`src/hw/rtl/xml_unesc_pkg.sv`:
```
// shared types and constants for the xml entity unescape core
// entity table and the batch record passed from front to back end
`timescale 1ns / 1ps
`default_nettype none

package xml_unesc_pkg;

	localparam int HOLD_DEPTH  = 5;
	localparam int MAX_OUT     = 6;
	localparam int ENT_COUNT   = 5;
	localparam int ENT_MAX_LEN = 6;
	localparam int CNT_W       = 3;
	localparam int BQ_DEPTH    = 2;
	localparam int BQ_PTR_W    = $clog2(BQ_DEPTH);
	localparam int BQ_CNT_W    = $clog2(BQ_DEPTH + 1);

	typedef logic [7:0] byte_t;

	localparam byte_t AMP_CHAR = 8'h26;

	localparam byte_t ENT_TEXT [ENT_COUNT][ENT_MAX_LEN] = '{
		'{8'h26, 8'h71, 8'h75, 8'h6F, 8'h74, 8'h3B},
		'{8'h26, 8'h61, 8'h70, 8'h6F, 8'h73, 8'h3B},
		'{8'h26, 8'h6C, 8'h74, 8'h3B, 8'h00, 8'h00},
		'{8'h26, 8'h67, 8'h74, 8'h3B, 8'h00, 8'h00},
		'{8'h26, 8'h61, 8'h6D, 8'h70, 8'h3B, 8'h00}
	};

	localparam logic [CNT_W-1:0] ENT_LEN [ENT_COUNT] = '{3'd6, 3'd6, 3'd4, 3'd4, 3'd5};

	localparam byte_t ENT_VAL [ENT_COUNT] = '{8'h22, 8'h27, 8'h3C, 8'h3E, 8'h26};

	typedef struct packed {
		logic [MAX_OUT-1:0][7:0] bytes;
		logic [CNT_W-1:0]        cnt;
		logic                    last;
	} batch_t;

endpackage

`default_nettype wire

```
`src/hw/rtl/xml_entity_unescape_core.sv`:
```
// Decodes the five predefined XML entities in a byte stream. A byte is taken every cycle
// while full is low; the back end sends the result bytes of a transaction one byte per cycle
// from its output register while that register is empty or popped, and full rises once two decoded
// batches wait in the queue between matcher and back end. Bytes that break a partial
// entity come out unchanged in arrival order; the last byte flushes anything held and
// its final result carries out_last.
// top level: instantiates xml_unesc_front, xml_unesc_bq and xml_unesc_back
// depends on xml_unesc_pkg
`timescale 1ns / 1ps
`default_nettype none

module xml_entity_unescape_core (
	input  wire        clk,
	input  wire        arst_n,
	input  wire        push,
	output logic       full,
	input  wire  [7:0] in_byte,
	input  wire        in_last,
	output logic       empty,
	input  wire        pop,
	output logic [7:0] out_byte,
	output logic       out_last
);
	import xml_unesc_pkg::*;

	logic   bq_push;
	logic   bq_full;
	logic   bq_pop;
	logic   bq_empty;
	batch_t bq_din;
	batch_t bq_dout;

	xml_unesc_front u_front (
		.clk     (clk),
		.arst_n  (arst_n),
		.push    (push),
		.full    (full),
		.in_byte (in_byte),
		.in_last (in_last),
		.bq_push (bq_push),
		.bq_data (bq_din),
		.bq_full (bq_full)
	);

	xml_unesc_bq u_bq (
		.clk    (clk),
		.arst_n (arst_n),
		.push   (bq_push),
		.din    (bq_din),
		.full   (bq_full),
		.pop    (bq_pop),
		.dout   (bq_dout),
		.empty  (bq_empty)
	);

	xml_unesc_back u_back (
		.clk      (clk),
		.arst_n   (arst_n),
		.bq_empty (bq_empty),
		.bq_data  (bq_dout),
		.bq_pop   (bq_pop),
		.empty    (empty),
		.pop      (pop),
		.out_byte (out_byte),
		.out_last (out_last)
	);

endmodule

`default_nettype wire

```
`src/hw/rtl/xml_unesc_front.sv`:
```
// front end: accepts bytes, matches entities, builds at most one output batch per transaction
// depends on xml_unesc_pkg
`timescale 1ns / 1ps
`default_nettype none

module xml_unesc_front (
	input  wire                   clk,
	input  wire                   arst_n,
	input  wire                   push,
	output logic                  full,
	input  wire  [7:0]            in_byte,
	input  wire                   in_last,
	output logic                  bq_push,
	output xml_unesc_pkg::batch_t bq_data,
	input  wire                   bq_full
);
	import xml_unesc_pkg::*;

	logic [HOLD_DEPTH-1:0][7:0] held_q;
	logic [CNT_W-1:0]           held_cnt_q;
	logic [CNT_W-1:0]           len_p1;
	logic                       accept;
	logic                       hit_full;
	logic                       hit_pre;
	logic                       hold_ext;
	logic                       is_amp;
	byte_t                      full_val;
	batch_t                     batch;

	assign full   = bq_full;
	assign accept = push && !bq_full;
	assign len_p1 = held_cnt_q + 3'd1;
	assign is_amp = (in_byte == AMP_CHAR);

	always_comb begin : match_logic
		logic ok;
		hit_full = 1'b0;
		hit_pre  = 1'b0;
		full_val = '0;
		for (int e = 0; e < ENT_COUNT; e++) begin
			ok = (len_p1 <= ENT_LEN[e]) && (in_byte == ENT_TEXT[e][held_cnt_q]);
			for (int i = 0; i < HOLD_DEPTH; i++) begin
				if ((CNT_W'(i) < held_cnt_q) && (held_q[i] != ENT_TEXT[e][i])) begin
					ok = 1'b0;
				end
			end
			if (ok) begin
				if (len_p1 == ENT_LEN[e]) begin
					hit_full = 1'b1;
					full_val = ENT_VAL[e];
				end else begin
					hit_pre = 1'b1;
				end
			end
		end
	end

	assign hold_ext = hit_pre && (held_cnt_q < CNT_W'(HOLD_DEPTH));

	always_comb begin
		for (int i = 0; i < HOLD_DEPTH; i++) begin
			batch.bytes[i] = (CNT_W'(i) < held_cnt_q) ? held_q[i] : in_byte;
		end
		batch.bytes[MAX_OUT-1] = in_byte;
		batch.last = in_last;
		if (hit_full) begin
			batch.bytes[0] = full_val;
			batch.cnt      = 3'd1;
		end else if (in_last) begin
			batch.cnt = len_p1;
		end else if (hold_ext) begin
			batch.cnt = '0;
		end else begin
			batch.cnt = is_amp ? held_cnt_q : len_p1;
		end
	end

	assign bq_data = batch;
	assign bq_push = accept && (batch.cnt != '0);

	always_ff @(posedge clk or negedge arst_n) begin
		if (!arst_n) begin
			held_cnt_q <= '0;
		end else if (accept) begin
			if (in_last || hit_full) begin
				held_cnt_q <= '0;
			end else if (hold_ext) begin
				held_cnt_q <= len_p1;
			end else if (is_amp) begin
				held_cnt_q <= 3'd1;
			end else begin
				held_cnt_q <= '0;
			end
		end
	end

	always_ff @(posedge clk) begin
		if (accept && !in_last && !hit_full) begin
			if (hold_ext) begin
				held_q[held_cnt_q] <= in_byte;
			end else if (is_amp) begin
				held_q[0] <= in_byte;
			end
		end
	end

endmodule

`default_nettype wire

```
`src/hw/rtl/xml_unesc_bq.sv`:
```
// batch queue between front and back end, two entries
// depends on xml_unesc_pkg
`timescale 1ns / 1ps
`default_nettype none

module xml_unesc_bq (
	input  wire                   clk,
	input  wire                   arst_n,
	input  wire                   push,
	input  xml_unesc_pkg::batch_t din,
	output logic                  full,
	input  wire                   pop,
	output xml_unesc_pkg::batch_t dout,
	output logic                  empty
);
	import xml_unesc_pkg::*;

	batch_t                mem_q [BQ_DEPTH];
	logic [BQ_PTR_W-1:0]   wr_ptr_q;
	logic [BQ_PTR_W-1:0]   rd_ptr_q;
	logic [BQ_CNT_W-1:0]   count_q;
	logic                  do_push;
	logic                  do_pop;

	assign full    = (count_q == BQ_CNT_W'(BQ_DEPTH));
	assign empty   = (count_q == '0);
	assign do_push = push && !full;
	assign do_pop  = pop && !empty;
	assign dout    = mem_q[rd_ptr_q];

	always_ff @(posedge clk or negedge arst_n) begin
		if (!arst_n) begin
			wr_ptr_q <= '0;
			rd_ptr_q <= '0;
			count_q  <= '0;
		end else begin
			if (do_push) begin
				wr_ptr_q <= wr_ptr_q + 1'b1;
			end
			if (do_pop) begin
				rd_ptr_q <= rd_ptr_q + 1'b1;
			end
			if (do_push && !do_pop) begin
				count_q <= count_q + 1'b1;
			end else if (do_pop && !do_push) begin
				count_q <= count_q - 1'b1;
			end
		end
	end

	always_ff @(posedge clk) begin
		if (do_push) begin
			mem_q[wr_ptr_q] <= din;
		end
	end

endmodule

`default_nettype wire

```
`src/hw/rtl/xml_unesc_back.sv`:
```
// back end: sends the bytes of each batch one per cycle into the output register while it is empty or popped
// depends on xml_unesc_pkg
`timescale 1ns / 1ps
`default_nettype none

module xml_unesc_back (
	input  wire                   clk,
	input  wire                   arst_n,
	input  wire                   bq_empty,
	input  xml_unesc_pkg::batch_t bq_data,
	output logic                  bq_pop,
	output logic                  empty,
	input  wire                   pop,
	output logic [7:0]            out_byte,
	output logic                  out_last
);
	import xml_unesc_pkg::*;

	logic [CNT_W-1:0] idx_q;
	logic             out_valid_q;
	logic [7:0]       out_byte_q;
	logic             out_last_q;
	logic             load;
	logic             at_end;

	assign load     = !bq_empty && (!out_valid_q || pop);
	assign at_end   = (idx_q == (bq_data.cnt - 3'd1));
	assign bq_pop   = load && at_end;
	assign empty    = !out_valid_q;
	assign out_byte = out_byte_q;
	assign out_last = out_last_q;

	always_ff @(posedge clk or negedge arst_n) begin
		if (!arst_n) begin
			idx_q       <= '0;
			out_valid_q <= 1'b0;
		end else begin
			if (load) begin
				out_valid_q <= 1'b1;
				idx_q       <= at_end ? '0 : idx_q + 3'd1;
			end else if (pop) begin
				out_valid_q <= 1'b0;
			end
		end
	end

	always_ff @(posedge clk) begin
		if (load) begin
			out_byte_q <= bq_data.bytes[idx_q];
			out_last_q <= bq_data.last && at_end;
		end
	end

endmodule

`default_nettype wire

```
`config.mk`:
```
export PLATFORM = sky130hd
export DESIGN_NAME = xml_entity_unescape_core
export DESIGN_NICKNAME = d
export VERILOG_FILES = /design/src/hw/rtl/xml_unesc_pkg.sv /design/src/hw/rtl/xml_entity_unescape_core.sv /design/src/hw/rtl/xml_unesc_front.sv /design/src/hw/rtl/xml_unesc_bq.sv /design/src/hw/rtl/xml_unesc_back.sv
export SDC_FILE = /design/constraint.sdc
export NUM_CORES = 1
export LEC_CHECK = 0
export ABC_CLOCK_PERIOD_IN_PS = 14400
export BUFFER_PORTS_ARGS = -buffer_cell sky130_fd_sc_hd__buf_2
export CORE_AREA = 2 2 144 146
export DETAILED_ROUTE_END_ITERATION = 8
export DIE_AREA = 0 0 146 148
export GPL_TIMING_DRIVEN = 1
export PLACE_DENSITY = 0.54
export SYNTH_ARGS = -nofsm -noshare
export SYNTH_HDL_FRONTEND = slang
export SYNTH_SLANG_ARGS = --single-unit
export TNS_END_PERCENT = 10
```
`constraint.sdc`:
```
create_clock -name clk -period 14.4 [get_ports clk]
set_input_delay 1.44 -clock clk [delete_from_list [all_inputs] [get_ports clk]]
set_output_delay 1.44 -clock clk [all_outputs]
set_load 0.005 [all_outputs]
```
; ---- After elaboration in Yosys (flattened, before gate mapping)
; Memory sizes are Yosys's and may differ from the RTL's.
; Index checks and enable logic that the tools add are counted.
[classes]
addsub = 7
n_lt_le_gt_ge = 13
n_eq_ne = 26
n_mux = 92
bitwise_logic = 1
reduce_logical = 51
[ops]
columns = cell, n
row1 = 2-to-1 mux 8 bit, 29
row2 = != test 8 x 7 -> 1 bit (second input constant), 12
row3 = 2-to-1 mux 1 bit, 50
row4 = bitwise mux 40 bit, 1
row5 = equality test 8 bit, 5
row6 = logical AND 1 bit, 34
row7 = binary-select mux 8 bit (select 3 bit), 1
row8 = demux 8 bit (select 3 bit), 1
row9 = != test 8 x 6 -> 1 bit (second input constant), 3
row10 = 2-to-1 mux 3 bit, 7
row11 = equality test 3 bit (second input constant), 3
row12 = less-or-equal comparator 3 bit (second input constant), 3
row13 = equality test 8 x 6 -> 1 bit (second input constant), 1
row14 = < comparator 3 x 4 -> 1 bit (second input constant), 2
row15 = nonzero test 8 bit, 1
row16 = logical NOT 1 bit, 7
row17 = adder 3 x 1 -> 3 bit (second input constant), 2
row18 = < comparator 1 x 3 -> 1 bit (first input constant), 2
row19 = < comparator 2 x 3 -> 1 bit (first input constant), 2
row20 = 2-to-1 mux 6 bit, 1
row21 = nonzero test 2 bit, 3
row22 = >= comparator 4 bit (second input constant), 1
row23 = 2-to-1 mux 2 bit, 2
row24 = NOT 3 -> 4 bit, 1
row25 = 13 further kinds, 16
[totals]
register_bits = 60
mem_bits_rw = 104
mem_bits_ro = 320
in_bits = 13
out_inout_bits = 11
wordCells = 209
n_memories = 6
[mem_list]
columns = memory, words, width, rd, rd_ports_with_merged_regs, wr, line
row1 = u_bq.mem_q, 2, 52, 1, 0, 1, xml_unesc_bq.sv:18  ; batch_t mem_q [BQ_DEPTH];
row2 = (no name shown), 8, 8, 1, 0, 0, xml_unesc_front.sv:41  ; ok = (len_p1 <= ENT_LEN[e]) && (in_byte == ENT_TEXT[e][held_cnt_q]);
row3 = (no name shown), 8, 8, 1, 0, 0, xml_unesc_front.sv:41
row4 = (no name shown), 8, 8, 1, 0, 0, xml_unesc_front.sv:41
row5 = (no name shown), 8, 8, 1, 0, 0, xml_unesc_front.sv:41
row6 = (no name shown), 8, 8, 1, 0, 0, xml_unesc_front.sv:41

; ---- Logic depth before layout (Yosys ltp)
; Gate-level depths: netlist (run 1).
[depth]
ltp_word = 31
depth_mapped = 16
ltp_nobuf = 14

; ---- Cells and area by module
; Synthesis (run 1) repeated with hierarchy kept, for this count alone.
[hier_totals]
cells_unflattened = 624
hier_area_um2 = 8699.6
[by_module_without_submodules]
columns = module, n_inst, cells_each, area_per_inst_um2, seq_area_each_um2
row1 = xml_unesc_bq, 1, 181, 4200.3, 3223.1
row2 = xml_unesc_front, 1, 366, 3499.6, 1276.2
row3 = xml_unesc_back, 1, 77, 999.7, 370.4

; ---- Worst setup path after synthesis (run 1)
; Ideal clock, no wire load.
[synth_path]
path_kind = input -> register
start = input port in_byte[3]
end = memory u_bq.mem_q[0][0] (netlist name), enable pin
setup_ns = 0.468
t_arrival_ns = 5.780
t_required_ns = 13.932
path_slack_ns = 8.152
stages = 7
n_path_buf = 1
cell_sequence = clkbuf_1 -> or4b_1 -> or4b_2 -> nor2_1 -> o221ai_1 -> a31oi_1 -> nor2b_1
[synth_between]
elab_chain_cells = 25
elab_cells_between_ends = 64
classes_between = eq/ne: 6 / mux: 49 / reduce/logical: 9
[synth_rtl]
columns = element, line
row1 = start: declaration, xml_entity_unescape_core.sv:17  ; input wire [7:0] in_byte,
row2 = equality test 8 bit, xml_unesc_front.sv:41
row3 = logical AND 1 bit, xml_unesc_front.sv:41
row4 = 2-to-1 mux 1 bit (5 in a row), xml_unesc_front.sv:43  ; if ((CNT_W'(i) < held_cnt_q) && (held_q[i] != ENT_TEXT[e][i])) begin
row5 = 2-to-1 mux 1 bit, xml_unesc_front.sv:47  ; if (ok) begin
row6 = 2-to-1 mux 1 bit, xml_unesc_front.sv:48  ; if (len_p1 == ENT_LEN[e]) begin
row7 = 2-to-1 mux 1 bit, xml_unesc_front.sv:47
row8 = 2-to-1 mux 1 bit, xml_unesc_front.sv:48
row9 = 2-to-1 mux 1 bit, xml_unesc_front.sv:47
row10 = (+6 left out), --
row11 = 2-to-1 mux 3 bit, xml_unesc_front.sv:69  ; end else if (in_last) begin
row12 = 2-to-1 mux 3 bit (*), xml_unesc_front.sv:66  ; if (hit_full) begin
row13 = nonzero test 3 bit (*), xml_unesc_front.sv:79  ; assign bq_push = accept && (batch.cnt != '0);
row14 = logical AND 1 bit (*), xml_unesc_front.sv:79
row15 = logical AND 1 bit (*), xml_unesc_bq.sv:27  ; assign do_push = push && !full;
row16 = named net u_bq.do_push, xml_unesc_bq.sv:22  ; logic do_push;
row17 = 2-to-1 mux 1 bit (*), xml_unesc_bq.sv:52  ; if (do_push) begin
row18 = 2-to-1 mux 1 bit (not written as such) (*), xml_unesc_bq.sv:53  ; mem_q[wr_ptr_q] <= din;
row19 = end: declaration, xml_unesc_bq.sv:18
; Mark *: on every way through the listed nets, which the timed path passes. The rest lies on a longest branch.

; ---- Worst setup path in the final report (run 1)
[layout_path]
start = register u_front.held_cnt_q[1]
end = memory u_bq.mem_q[0][47] (netlist name), enable pin
[layout_between]
elab_chain_cells = 29
elab_cells_between_ends = 110
classes_between = add/sub: 1 / order compare: 9 / eq/ne: 8 / mux: 61 / bitwise: 1 / reduce/logical: 25 / memory: 5
[layout_rtl]
columns = element, line
row1 = start: declaration, xml_unesc_front.sv:20  ; logic [CNT_W-1:0] held_cnt_q;
row2 = start signal: assignment, xml_unesc_front.sv:88  ; held_cnt_q <= len_p1;
row3 = NOT 3 -> 4 bit (not written as such), xml_unesc_front.sv:41
row4 = memory (8 x 8 bit), --
row5 = 2-to-1 mux 8 bit (not written as such) (2 in a row), xml_unesc_front.sv:41
row6 = equality test 8 bit, xml_unesc_front.sv:41
row7 = logical AND 1 bit, xml_unesc_front.sv:41
row8 = 2-to-1 mux 1 bit (5 in a row), xml_unesc_front.sv:43
row9 = 2-to-1 mux 1 bit, xml_unesc_front.sv:47
row10 = 2-to-1 mux 1 bit, xml_unesc_front.sv:48
row11 = (+9 left out), --
row12 = 2-to-1 mux 3 bit, xml_unesc_front.sv:69
row13 = 2-to-1 mux 3 bit (*), xml_unesc_front.sv:66
row14 = nonzero test 3 bit (*), xml_unesc_front.sv:79
row15 = logical AND 1 bit (*), xml_unesc_front.sv:79
row16 = logical AND 1 bit (*), xml_unesc_bq.sv:27
row17 = named net u_bq.do_push, xml_unesc_bq.sv:22
row18 = 2-to-1 mux 1 bit (*), xml_unesc_bq.sv:52
row19 = 2-to-1 mux 1 bit (not written as such) (*), xml_unesc_bq.sv:53
; Mark *: on every way through the listed nets, which the timed path passes. The rest lies on a longest branch. The select of a mux whose other input is x is not followed.

==> results of run 1 <==
synthesized netlist by cell type, drive strengths merged (14+ instances only):
cell type / instances
buf: 17
nand2: 48
edfxtp: 153
clkbuf: 17
a21oi: 21
mux4: 24
mux2: 21
nor2: 26
o21ai: 26
xnor2: 18
mux2i: 14
and2: 14
inv: 21
metal layers:
layer,vias to the layer above,global-route usage [%],part of all wire (%)
li1,2218,-,-
met3,26,3.36,4.5
met2,152,28.6,47
met4,0,7.14,2.4
met5,-,0,0
met1,2419,26.6,46
cells by family after synthesis:
kind of cell,Yosys count
xor+xnor,26
simple gates,168
flops,164
fa+ha+maj,10
mux,59
compound gates,89
buf+inv,55
worst min-delay path, cell delays in order, from the launching register on:
cell,delay (ps)
dfrtp_1,340
nand2b_1,70
nand2_1,50
metrics by stage:
| stage | std cells | power [mW] | hold slack [ps] | setup WS (ps) |
|---|---|---|---|---|
| CTS | 869 | 1.49 | 498 | 9380 |
| global route | 869 | 1.54 | 537 | 9100 |
| finish | 869 | 1.47 | 497 | 9340 |
| detailed placement | 837 | 1.04 | 480 | 9420 |
| floorplan | 571 | 0.926 | 455 | 8150 |
| global placement | 837 | 1.03 | 469 | 9360 |
cell type report:
class	instances	area (um^2)
flip-flops and latches	164	4870
well taps	270	338
inverters	21	78.8
clock inverters	15	169
repair buffers	30	168
clock buffers	17	425
fillers	1844	11100
multi-input cells	352	2850
final timing paths:
kind,end,slack [ps]
setup / recovery,u_bq.mem_q[0][47],9340
hold / removal,u_back.out_valid_q,500
setup reg to reg,u_bq.mem_q[0][47],9340
hold reg to reg,u_back.out_valid_q,500
max in group asynchronous,u_bq.rd_ptr_q,13250
min in group asynchronous,u_front.held_cnt_q[2],890
report_power, final:
part	leakage, nW	internal (mW)	switching [mW]	total (mW)
Clock	0.285	0.260	0.194	0.454
Combinational	1.17	0.152	0.171	0.323
Sequential	1.54	0.635	0.0597	0.695
Total	3.00	1.05	0.425	1.47
flip-flops by register name, indices dropped and copies added (netlist names):
register,flops
u_bq.rd_ptr_q,1
u_back.idx_q,3
u_back.out_byte,8
u_bq.mem_q,104
u_front.held_cnt_q,3
u_back.out_valid_q,1
u_bq.count_q,2
u_back.out_last,1
u_bq.wr_ptr_q,1
u_front.held_q,40
==> impl_results.md, run 1 <==
- Post-synthesis net count: 594
- Hold Path Class: reg -> reg
- WL final: 19.6 mm
- Antenna viol nets, final: 0
- CP startpoint kind: flop
- Postcts setup bufs: 0
- CTS resizes: 0
- Congestion Overflow GR: 0
- Commonest non-fill, non-tap cells in the layout: 153 x edfxtp_1, 48 x nand2_1, 25 x nor2_1
- Dpl hpwl: 13.3 mm
- Routability congestion estimate: 0.918
- XOR/XNOR share of the synthesized area: 2.87%
- Crit path max-delay family: compound AO/OA/AOI/OAI gates
- WP buf/inv: 2
- Final period utilization: 35.1%
- Fin area: 0.00890 mm^2
- Setup violations, final: 0
- Post-placement cell area: 0.00831 mm^2
- PwrDens: 165 mW/mm^2
- CTS clk-pin slew, worst paths: 70 ps
- Clock skew: 11.3 ps
- CTS root buf: clkbuf_16
- Worst Path Arrival: 5110 ps
- Vias in the first global route: 4608
- PortBufs: 23
- Mapped Area: 0.00793 mm^2
- Pins over their slew limit: 0
- Worst path slowest cell: dfrtp_1
- Status: finished, final reports clean
- Synth top area share: 57.9%
- Die ar.: 0.0216 mm^2
- Synth Area in Simple Gates: 12.3%
- Leak: 3.00 nW
- Layout cells sized above 1: 20.7%
- CTS Buffer Depth: 2
- Iteration-0 DRC Markers: 565
- CP endpoint kind: flop
- Synth Flop Type: edfxtp_1
- RSZ-0062 raised after global routing: false
- Largest net degree at the start of global routing: 53
- Commonest non-fill, non-tap cell in the layout: edfxtp_1
- Synth area leaders: edfxtp_1 58%, mux4_2 6.8%, dfrtp_1 3.5%
- Worst slew margin: 32.0%
- Worst r2r path cells: 12
- Clk_lat worst skew: 430 ps
- Synth Area in Adders: 1.58%
- Min-Delay Path Depth: 2
- Vias/cell: 5.54
- Sum of negative setup slack: 0 ps
- DR DRC count: 0
- Worst-margin pin slew: 1020 ps
- Antenna violations before repair: 0
- First-pass GRT wire length: 29.6 mm
- Die width: 146 um
- Nets: 609
- Number of I/O pins: 24
- Inserted Clock Buffers: 17
- Clk sinks: 164
- Drt wl/cell: 22.5 um
- Fin crit period: 5060 ps
- Post-synthesis cell type with the largest combined area: edfxtp_1
- H-tree Lvls: 4
- Worst r2r src: u_front.held_cnt_q[1]
- Diodes inserted: 0
- Peak Freq: 0.198 GHz
- Tot GR Track Use: 18.6%
- Post-synthesis cell count: 571
- Critical Path, Cell by Cell: inv_1 -> ha_1 -> nand2b_1 -> a21boi_0 -> nor4_1 -> nand4_1 -> o32ai_4 -> a211o_2 -> a2bb2oi_2 -> a31oi_1 -> nor2b_4 -> buf_4
- Hold path startpoint: u_back.out_valid_q
- Core Util, Final: 44.4%
- CTS tree: yes
- Row count: 52
- Synth Area per Inst: 13.9 um^2
- Distinct cells, synth: 63
- EDFF count, synth: 153
- DR vias: 4815
- Worst EP required: 14450 ps
- Drt pass-1 iters: 6
- Max-Cap Viols: 0
- CP max FO: 52
- Vert. Die Dim: 148 um
- Synth Area in Compound Gates: 7.56%
- Post-synth ARST share: 6.71%
- Peak supply drop: 0.0841 mV
- #FFs+latches synth: 164
- Seq/Total Area, Yosys: 61.4%
- Mux share of post-synthesis cell area: 11.6%
- Slowest stage delay, CP: 820 ps
- Area grow syn2layout: 12.2%
- Final Hold Vio Count: 0
- Starting density of the core: 39.6%
- # hold bufs at CTS: 0
- Beginning of the critical path: u_front.held_cnt_q[1]
- Synth warn: 0
- Worst Setup Path Type: reg -> reg
- Main combinational cell family by area after synthesis: simple AND/OR/NAND/NOR gates
- Crit path depth: 12
- CORE AREA: 0.0200 mm^2
Power figures use the tool's default switching activity.
==> inputs of run 2 (changes only) <==
--- a/config.mk
+++ b/config.mk
@@ -5,7 +5,7 @@
 export SDC_FILE = /design/constraint.sdc
 export NUM_CORES = 1
 export LEC_CHECK = 0
-export ABC_CLOCK_PERIOD_IN_PS = 14400
+export ABC_CLOCK_PERIOD_IN_PS = 4790
 export BUFFER_PORTS_ARGS = -buffer_cell sky130_fd_sc_hd__buf_2
 export CORE_AREA = 2 2 144 146
 export DETAILED_ROUTE_END_ITERATION = 8
==> constraint.sdc (replaced) <==
create_clock -name clk -period 4.79 [get_ports clk]
set_input_delay 0.479 -clock clk [delete_from_list [all_inputs] [get_ports clk]]
set_output_delay 0.479 -clock clk [all_outputs]
set_load 0.005 [all_outputs]
==> run 2 against run 1 <==
Cell count rose by 0.81%. Clock skew down 1.5 ps. Sequential share of layout area down 1.1 points. Via count increased by 0.69%. Utilization increased by 0.88 points. First-iteration DRC count is 27% lower. Critical path depth unchanged. Clock-buffer cell count grew 1. Non-clock buffer count up 7. Total power rose to 3.2 times the previous value. Largest cell class unchanged.
==> impl_results.md, run 2 (same netlist as run 1, synthesis figures left out) <==
- Fin crit period: 4190 ps (-873 ps)
- Drt wl/cell: 21.9 um (-2.5%)
- DR vias: 4848 (+0.69%)
- Worst slew margin: 51.5% (+20 points)
- Vias in the first global route: 4736 (+2.8%)
- Nets: 616 (+1.1%)
- CTS tree: yes
- Worst-margin pin slew: 722 ps (-298 ps)
- Antenna viol nets, final: 0 (unchanged)
- Setup violations, final: 0 (unchanged)
- Diodes inserted: 0 (unchanged)
- Worst Path Arrival: 4290 ps (-820 ps)
- Inserted Clock Buffers: 17 (unchanged)
- Vert. Die Dim: 148 um (unchanged)
- Routability congestion estimate: 0.899 (-2.1%)
- Vias/cell: 5.53 (-0.12%)
- CTS clk-pin slew, worst paths: 60 ps (about the same)
- Clk sinks: 164 (unchanged)
- Worst EP required: 4890 ps (-9560 ps)
- Int Power: 3.38 mW (+220%)
- Largest net degree at the start of global routing: 48 (-9.4%)
- WL final: 19.2 mm (-1.7%)
- CTS Buffer Depth: 2 (unchanged)
- Congestion Overflow GR: 0 (unchanged)
- Tot GR Track Use: 18.4% (-0.27 points)
- Peak Freq: 0.239 GHz (+21%)
- Largest register FFs: 104 (unchanged)
- Iteration-0 DRC Markers: 410 (-27%)
- Pins over their slew limit: 0 (unchanged)
- CP startpoint kind: flop
- P_sw: 1.27 mW (+200%)
- Dpl hpwl: 13.3 mm (+0.51%)
- Hold Path Class: in -> reg
- Peak supply drop: 0.262 mV (+210%)
- Clk pwr share: 33.2% (+2.3 points)
- Max-Cap Viols: 0 (unchanged)
- CP max FO: 47 (-9.6%)
- H-tree Lvls: 4 (unchanged)
- Leak: 3.08 nW (+2.6%)
- Die width: 146 um (unchanged)
- CTS root buf: clkbuf_16
- Status: finished, final reports clean
- Final Hold Vio Count: 0 (unchanged)
- Fin Hold WS: 325 ps (-172 ps)
- Worst Setup Path Type: reg -> reg
- PwrDens: 513 mW/mm^2 (+210%)
- Drt pass-1 iters: 5 (-1)
- Final period utilization: 87.4% (+52 points)
- Switching share of power: 27.4% (-1.5 points)
- CTS resizes: 0 (unchanged)
- Layout cells sized above 1: 21.6% (+0.92 points)
- Sum of negative setup slack: 0 ps (unchanged)
- Row count: 52 (unchanged)
- CORE AREA: 0.0200 mm^2 (unchanged)
- DR DRC count: 0 (unchanged)
- First-pass GRT wire length: 29.0 mm (-1.7%)
- RSZ-0062 raised after global routing: false
- Die ar.: 0.0216 mm^2 (unchanged)
- Non-Filler Instances: 876 (+0.81%)
- Seq pwr share: 43.6% (-3.6 points)
- Top reg by flops: u_bq.mem_q
- Commonest non-fill, non-tap cells in the layout: 153 x edfxtp_1, 48 x nand2_1, 25 x nor2_1
- Placed cells: 843 (+0.72%)
- Clock skew: 9.77 ps (-1.54 ps)
- Combinational share of power: 23.2% (+1.3 points)
- Antenna violations before repair: 0 (unchanged)
- CP endpoint kind: flop
- Clk_lat worst skew: 420 ps (about the same)
- Core Util, Final: 45.3% (+0.88 points)
- Area grow syn2layout: 14.5%
- PortBufs: 23 (unchanged)
- Number of I/O pins: 24 (unchanged)
- Commonest non-fill, non-tap cell in the layout: edfxtp_1
- Starting density of the core: 39.6% (unchanged)
- Total Power: 4.66 mW (+220%)
run 2: cell count changes in the layout (fill, tap and decap cells not counted), moves of 2 or more:
cell       change
buf_12         +3
buf_4          +3
clkinv_4       -2
bufinv_16      +4
inv_8          -2
clkinv_1       -2
run 2: layout make-up:
| class | count | area [um^2] |
|---|---|---|
| Inverter | 21 | 78.8 |
| Clock buffer | 18 | 429 |
| Timing Repair Buffer | 37 | 260 |
| Clock inverter | 14 | 249 |
| Sequential cell | 164 | 4870 |
| Fill cell | 1840 | 11000 |
| Multi-Input combinational cell | 352 | 2850 |
| Tap cell | 270 | 338 |
run 2: layer usage:
metal  up-vias  wire length (um)  part of all wire (%)  GRT usage, %
met5         -                 0                     0             0
met2       122              8880                    46          28.0
met1      2457              9300                    48          26.5
met4         0               416                   2.2          6.60
met3        25               617                   3.2          3.33
li1       2244                 -                     -             -
run 2: critical path, stage by stage (launching register included):
cell and delay (ps):
dfrtp_1 370, buf_4 230, ha_1 290, ha_1 500
nor3_1 120, nor3_1 200, nand3_1 100, nor4_1 660
nor2_1 160, and2_1 210, a31oi_1 330, nor2b_4 340
buf_12 290
run 2: path summary, 6_finish.rpt:
path / end / slack (ps) / start / depth (start not counted)
setup reg to reg: u_bq.mem_q[0][51] / 600 / u_front.held_cnt_q[0] / 12
hold reg to reg: u_back.out_valid_q / 500 / u_bq.count_q[1] / 2
hold / removal: u_back.out_valid_q / 330 / pop / 3
max in group asynchronous: u_bq.rd_ptr_q / 4020 / arst_n / 2
min in group asynchronous: u_front.held_cnt_q[2] / 490 / arst_n / 2
setup / recovery: u_bq.mem_q[0][51] / 600 / u_front.held_cnt_q[0] / 12
run 2: power groups by stage:
| stage | logic, mW | registers [mW] | clock network [mW] |
|---|---|---|---|
| final | 1.08 | 2.03 | 1.55 |
| after CTS | 1.11 | 2.03 | 1.58 |
| after floorplan | 0.775 | 2.00 | 0 |
| after global placement | 1.10 | 2.05 | 0 |
| after global routing | 1.18 | 2.05 | 1.64 |
| after detailed placement | 1.11 | 2.06 | 0 |
run 2: what timing repair did:
item | CTS | global route
hold endpoints to repair | 11 | 0
buffers inserted | 0 | 0
hold buffers | 1 | 0
run 2: stage by stage:
step	setup slack (ps)	instance area, um^2
5_1_grt	414	9080
6_report	603	9080
3_3_place_gp	705	8390
3_5_place_dp	629	8390
4_1_cts	614	9080
2_1_floorplan	107	7930
==> inputs of run 3 (changes only) <==
--- a/config.mk
+++ b/config.mk
@@ -7,9 +7,9 @@
 export LEC_CHECK = 0
 export ABC_CLOCK_PERIOD_IN_PS = 4790
 export BUFFER_PORTS_ARGS = -buffer_cell sky130_fd_sc_hd__buf_2
-export CORE_AREA = 2 2 144 146
+export CORE_AREA = 4 4 146 148
 export DETAILED_ROUTE_END_ITERATION = 8
-export DIE_AREA = 0 0 146 148
+export DIE_AREA = 0 0 150 152
 export GPL_TIMING_DRIVEN = 1
 export PLACE_DENSITY = 0.54
 export SYNTH_ARGS = -nofsm -noshare
==> run 3 against run 2 <==
Die area is 5.5% higher. Critical path type unchanged. First-iteration DRC count is 2.9% higher. Sequential share of layout area is 0.71 points higher. Total power is 5.3% lower. Utilization is 0.59 points lower. Routed wire length is 1.7% higher. Flip-flop and latch count stayed put. Clock skew is 3.4 ps higher. Via count is 1.1% higher. Clock-buffer cell count is 1 lower. Register-to-register slack hardly changed. Highest routed layer unchanged.
==> impl_results.md, run 3 (same netlist as run 1, synthesis figures left out) <==
- Status: finished, final reports clean
- Peak supply drop: 0.256 mV (-2.1%)
- First-pass GRT wire length: 29.5 mm (+1.7%)
- Placed cells: 843 (unchanged)
- Post-place setup slack: 670 ps (+41.5 ps)
- Max-Cap Viols: 0 (unchanged)
- CP endpoint kind: flop
- Layout cells sized above 1: 21.8% (+0.17 points)
- Drt pass-1 iters: 7 (+2)
- H-tree Lvls: 4 (unchanged)
- Worst EP required: 4880 ps (about the same)
- Beginning of the critical path: u_front.held_cnt_q[0]
- CP max FO: 52 (+11%)
- Worst-margin pin slew: 769 ps (+46.9 ps)
- Clk sinks: 164 (unchanged)
- Clk_lat worst skew: 420 ps (about the same)
- Hold Path Class: in -> reg
- Largest net degree at the start of global routing: 53 (+10%)
- Routability congestion estimate: 0.874 (-2.9%)
- CORE AREA: 0.0200 mm^2 (unchanged)
- Fin area: 0.00896 mm^2 (-1.3%)
- Row count: 52 (unchanged)
- Worst r2r src: u_front.held_cnt_q[0]
- Fin Hold WS: 322 ps (-3.25 ps)
- WL final: 19.5 mm (+1.7%)
- Pins over their slew limit: 0 (unchanged)
- DR vias: 4899 (+1.1%)
- Dpl hpwl: 13.5 mm (+1.2%)
- Vias in the first global route: 4794 (+1.2%)
- Vias/cell: 5.59 (+1.1%)
- Final period utilization: 87.1% (-0.29 points)
- CTS tree: yes
- Number of I/O pins: 24 (unchanged)
- RSZ-0062 raised after global routing: false
- Hold path startpoint: pop
- Post-placement cell area: 0.00838 mm^2 (-0.15%)
- Worst reg2reg setup slack: 620 ps (about the same)
- Critical Path, Cell by Cell: buf_4 -> ha_1 -> ha_1 -> nor3_1 -> nor3_1 -> nand3_1 -> nor4_1 -> nor2_1 -> and2_1 -> a31oi_1 -> nor2b_4 -> buf_12
- PortBufs: 23 (unchanged)
- Fin crit period: 4170 ps (-13.7 ps)
- Final Hold Vio Count: 0 (unchanged)
- Die width: 150 um (+2.7%)
- Worst slew margin: 48.4% (-3.1 points)
- Die ar.: 0.0228 mm^2 (+5.5%)
- Top reg by flops: u_bq.mem_q
- CTS root buf: clkbuf_16
- Iteration-0 DRC Markers: 422 (+2.9%)
- CTS resizes: 0 (unchanged)
- Diodes inserted: 0 (unchanged)
- Nets: 616 (unchanged)
- Tot GR Track Use: 17.4% (-0.92 points)
- Congestion Overflow GR: 0 (unchanged)
- Leak: 3.03 nW (-1.4%)
- Slowest stage delay, CP: 570 ps (-90 ps)
- Commonest non-fill, non-tap cell in the layout: edfxtp_1
- Commonest non-fill, non-tap cells in the layout: 153 x edfxtp_1, 48 x nand2_1, 25 x nor2_1
- Inserted Clock Buffers: 17 (unchanged)
- Largest register FFs: 104 (unchanged)
- CTS Buffer Depth: 2 (unchanged)
- Clock skew: 13.2 ps (+3.40 ps)
- PwrDens: 492 mW/mm^2 (-4.0%)
- Drt wl/cell: 22.3 um (+1.7%)
- Starting density of the core: 39.6% (unchanged)
- DR DRC count: 0 (unchanged)
- Area grow syn2layout: 13.0%
- Antenna violations before repair: 0 (unchanged)
- Sum of negative setup slack: 0 ps (unchanged)
- # fillers: 1825 (-0.82%)
- Worst path slowest cell: nor4_1
- Vert. Die Dim: 152 um (+2.7%)
- Storage element area: 0.00487 mm^2 (unchanged)
- Setup violations, final: 0 (unchanged)
- Worst Setup Path Type: reg -> reg
- Worst Path Arrival: 4260 ps (-30 ps)
- CP startpoint kind: flop
- Final WS setup: 617 ps (+13.7 ps)
- CTS clk-pin slew, worst paths: 70 ps (about the same)
- Non-Filler Instances: 876 (unchanged)
- Peak Freq: 0.240 GHz (+0.33%)
- Multi-input gate area: 0.00285 mm^2 (unchanged)
- Antenna viol nets, final: 0 (unchanged)
run 3: path summary, 6_finish.rpt:
kind,to,cells past startpoint
setup / recovery,u_bq.mem_q[0][49],12
hold / removal,u_back.out_valid_q,3
setup reg to reg,u_bq.mem_q[0][49],12
hold reg to reg,u_back.out_valid_q,2
max in group asynchronous,u_bq.rd_ptr_q,2
min in group asynchronous,u_front.held_cnt_q[0],2
run 3: cell type report:
cell class                      count  area share [%]
Clock buffer                       17            4.75
Sequential cell                   164            54.4
Timing Repair Buffer               37            2.77
Multi-Input combinational cell    352            31.8
Inverter                           21           0.880
Clock inverter                     15            1.63
Tap cell                          270            3.77
run 3: power by group:
group | internal (mW) | total, mW | switching [mW]
Clock | 0.732 | 1.32 | 0.586
Combinational | 0.480 | 1.05 | 0.573
Sequential | 1.91 | 2.04 | 0.135
run 3: critical path, delay by kind of cell (launching register included):
kind            cells  cell delay [ps]
compound gates      1              400
fa+ha+maj           2              820
buf+inv             2              500
flops               1              380
simple gates        7             1660
run 3: layer usage:
| metal | vias to the layer above | GRT usage, % | wire length, um |
|---|---|---|---|
| li1 | 2235 | - | - |
| met2 | 162 | 26.6 | 9220 |
| met1 | 2473 | 25.2 | 9120 |
| met4 | 0 | 5.75 | 365 |
| met5 | - | 0 | 0 |
| met3 | 29 | 3.25 | 832 |
run 3: through the flow:
step | utilization (%) | total power [mW]
3_5_place_dp | 41.8 | 3.16
2_1_floorplan | - | 2.78
4_1_cts | 44.7 | 4.48
6_report | 44.7 | 4.41
3_3_place_gp | 41.8 | 3.13
5_1_grt | 44.7 | 4.63
run 3: timing repair:
action / 4_1_cts / 5_1_grt
setup buffers: 0 / 0
hold buffers: 1 / 0
endpoints found under the hold margin: 11 / 0
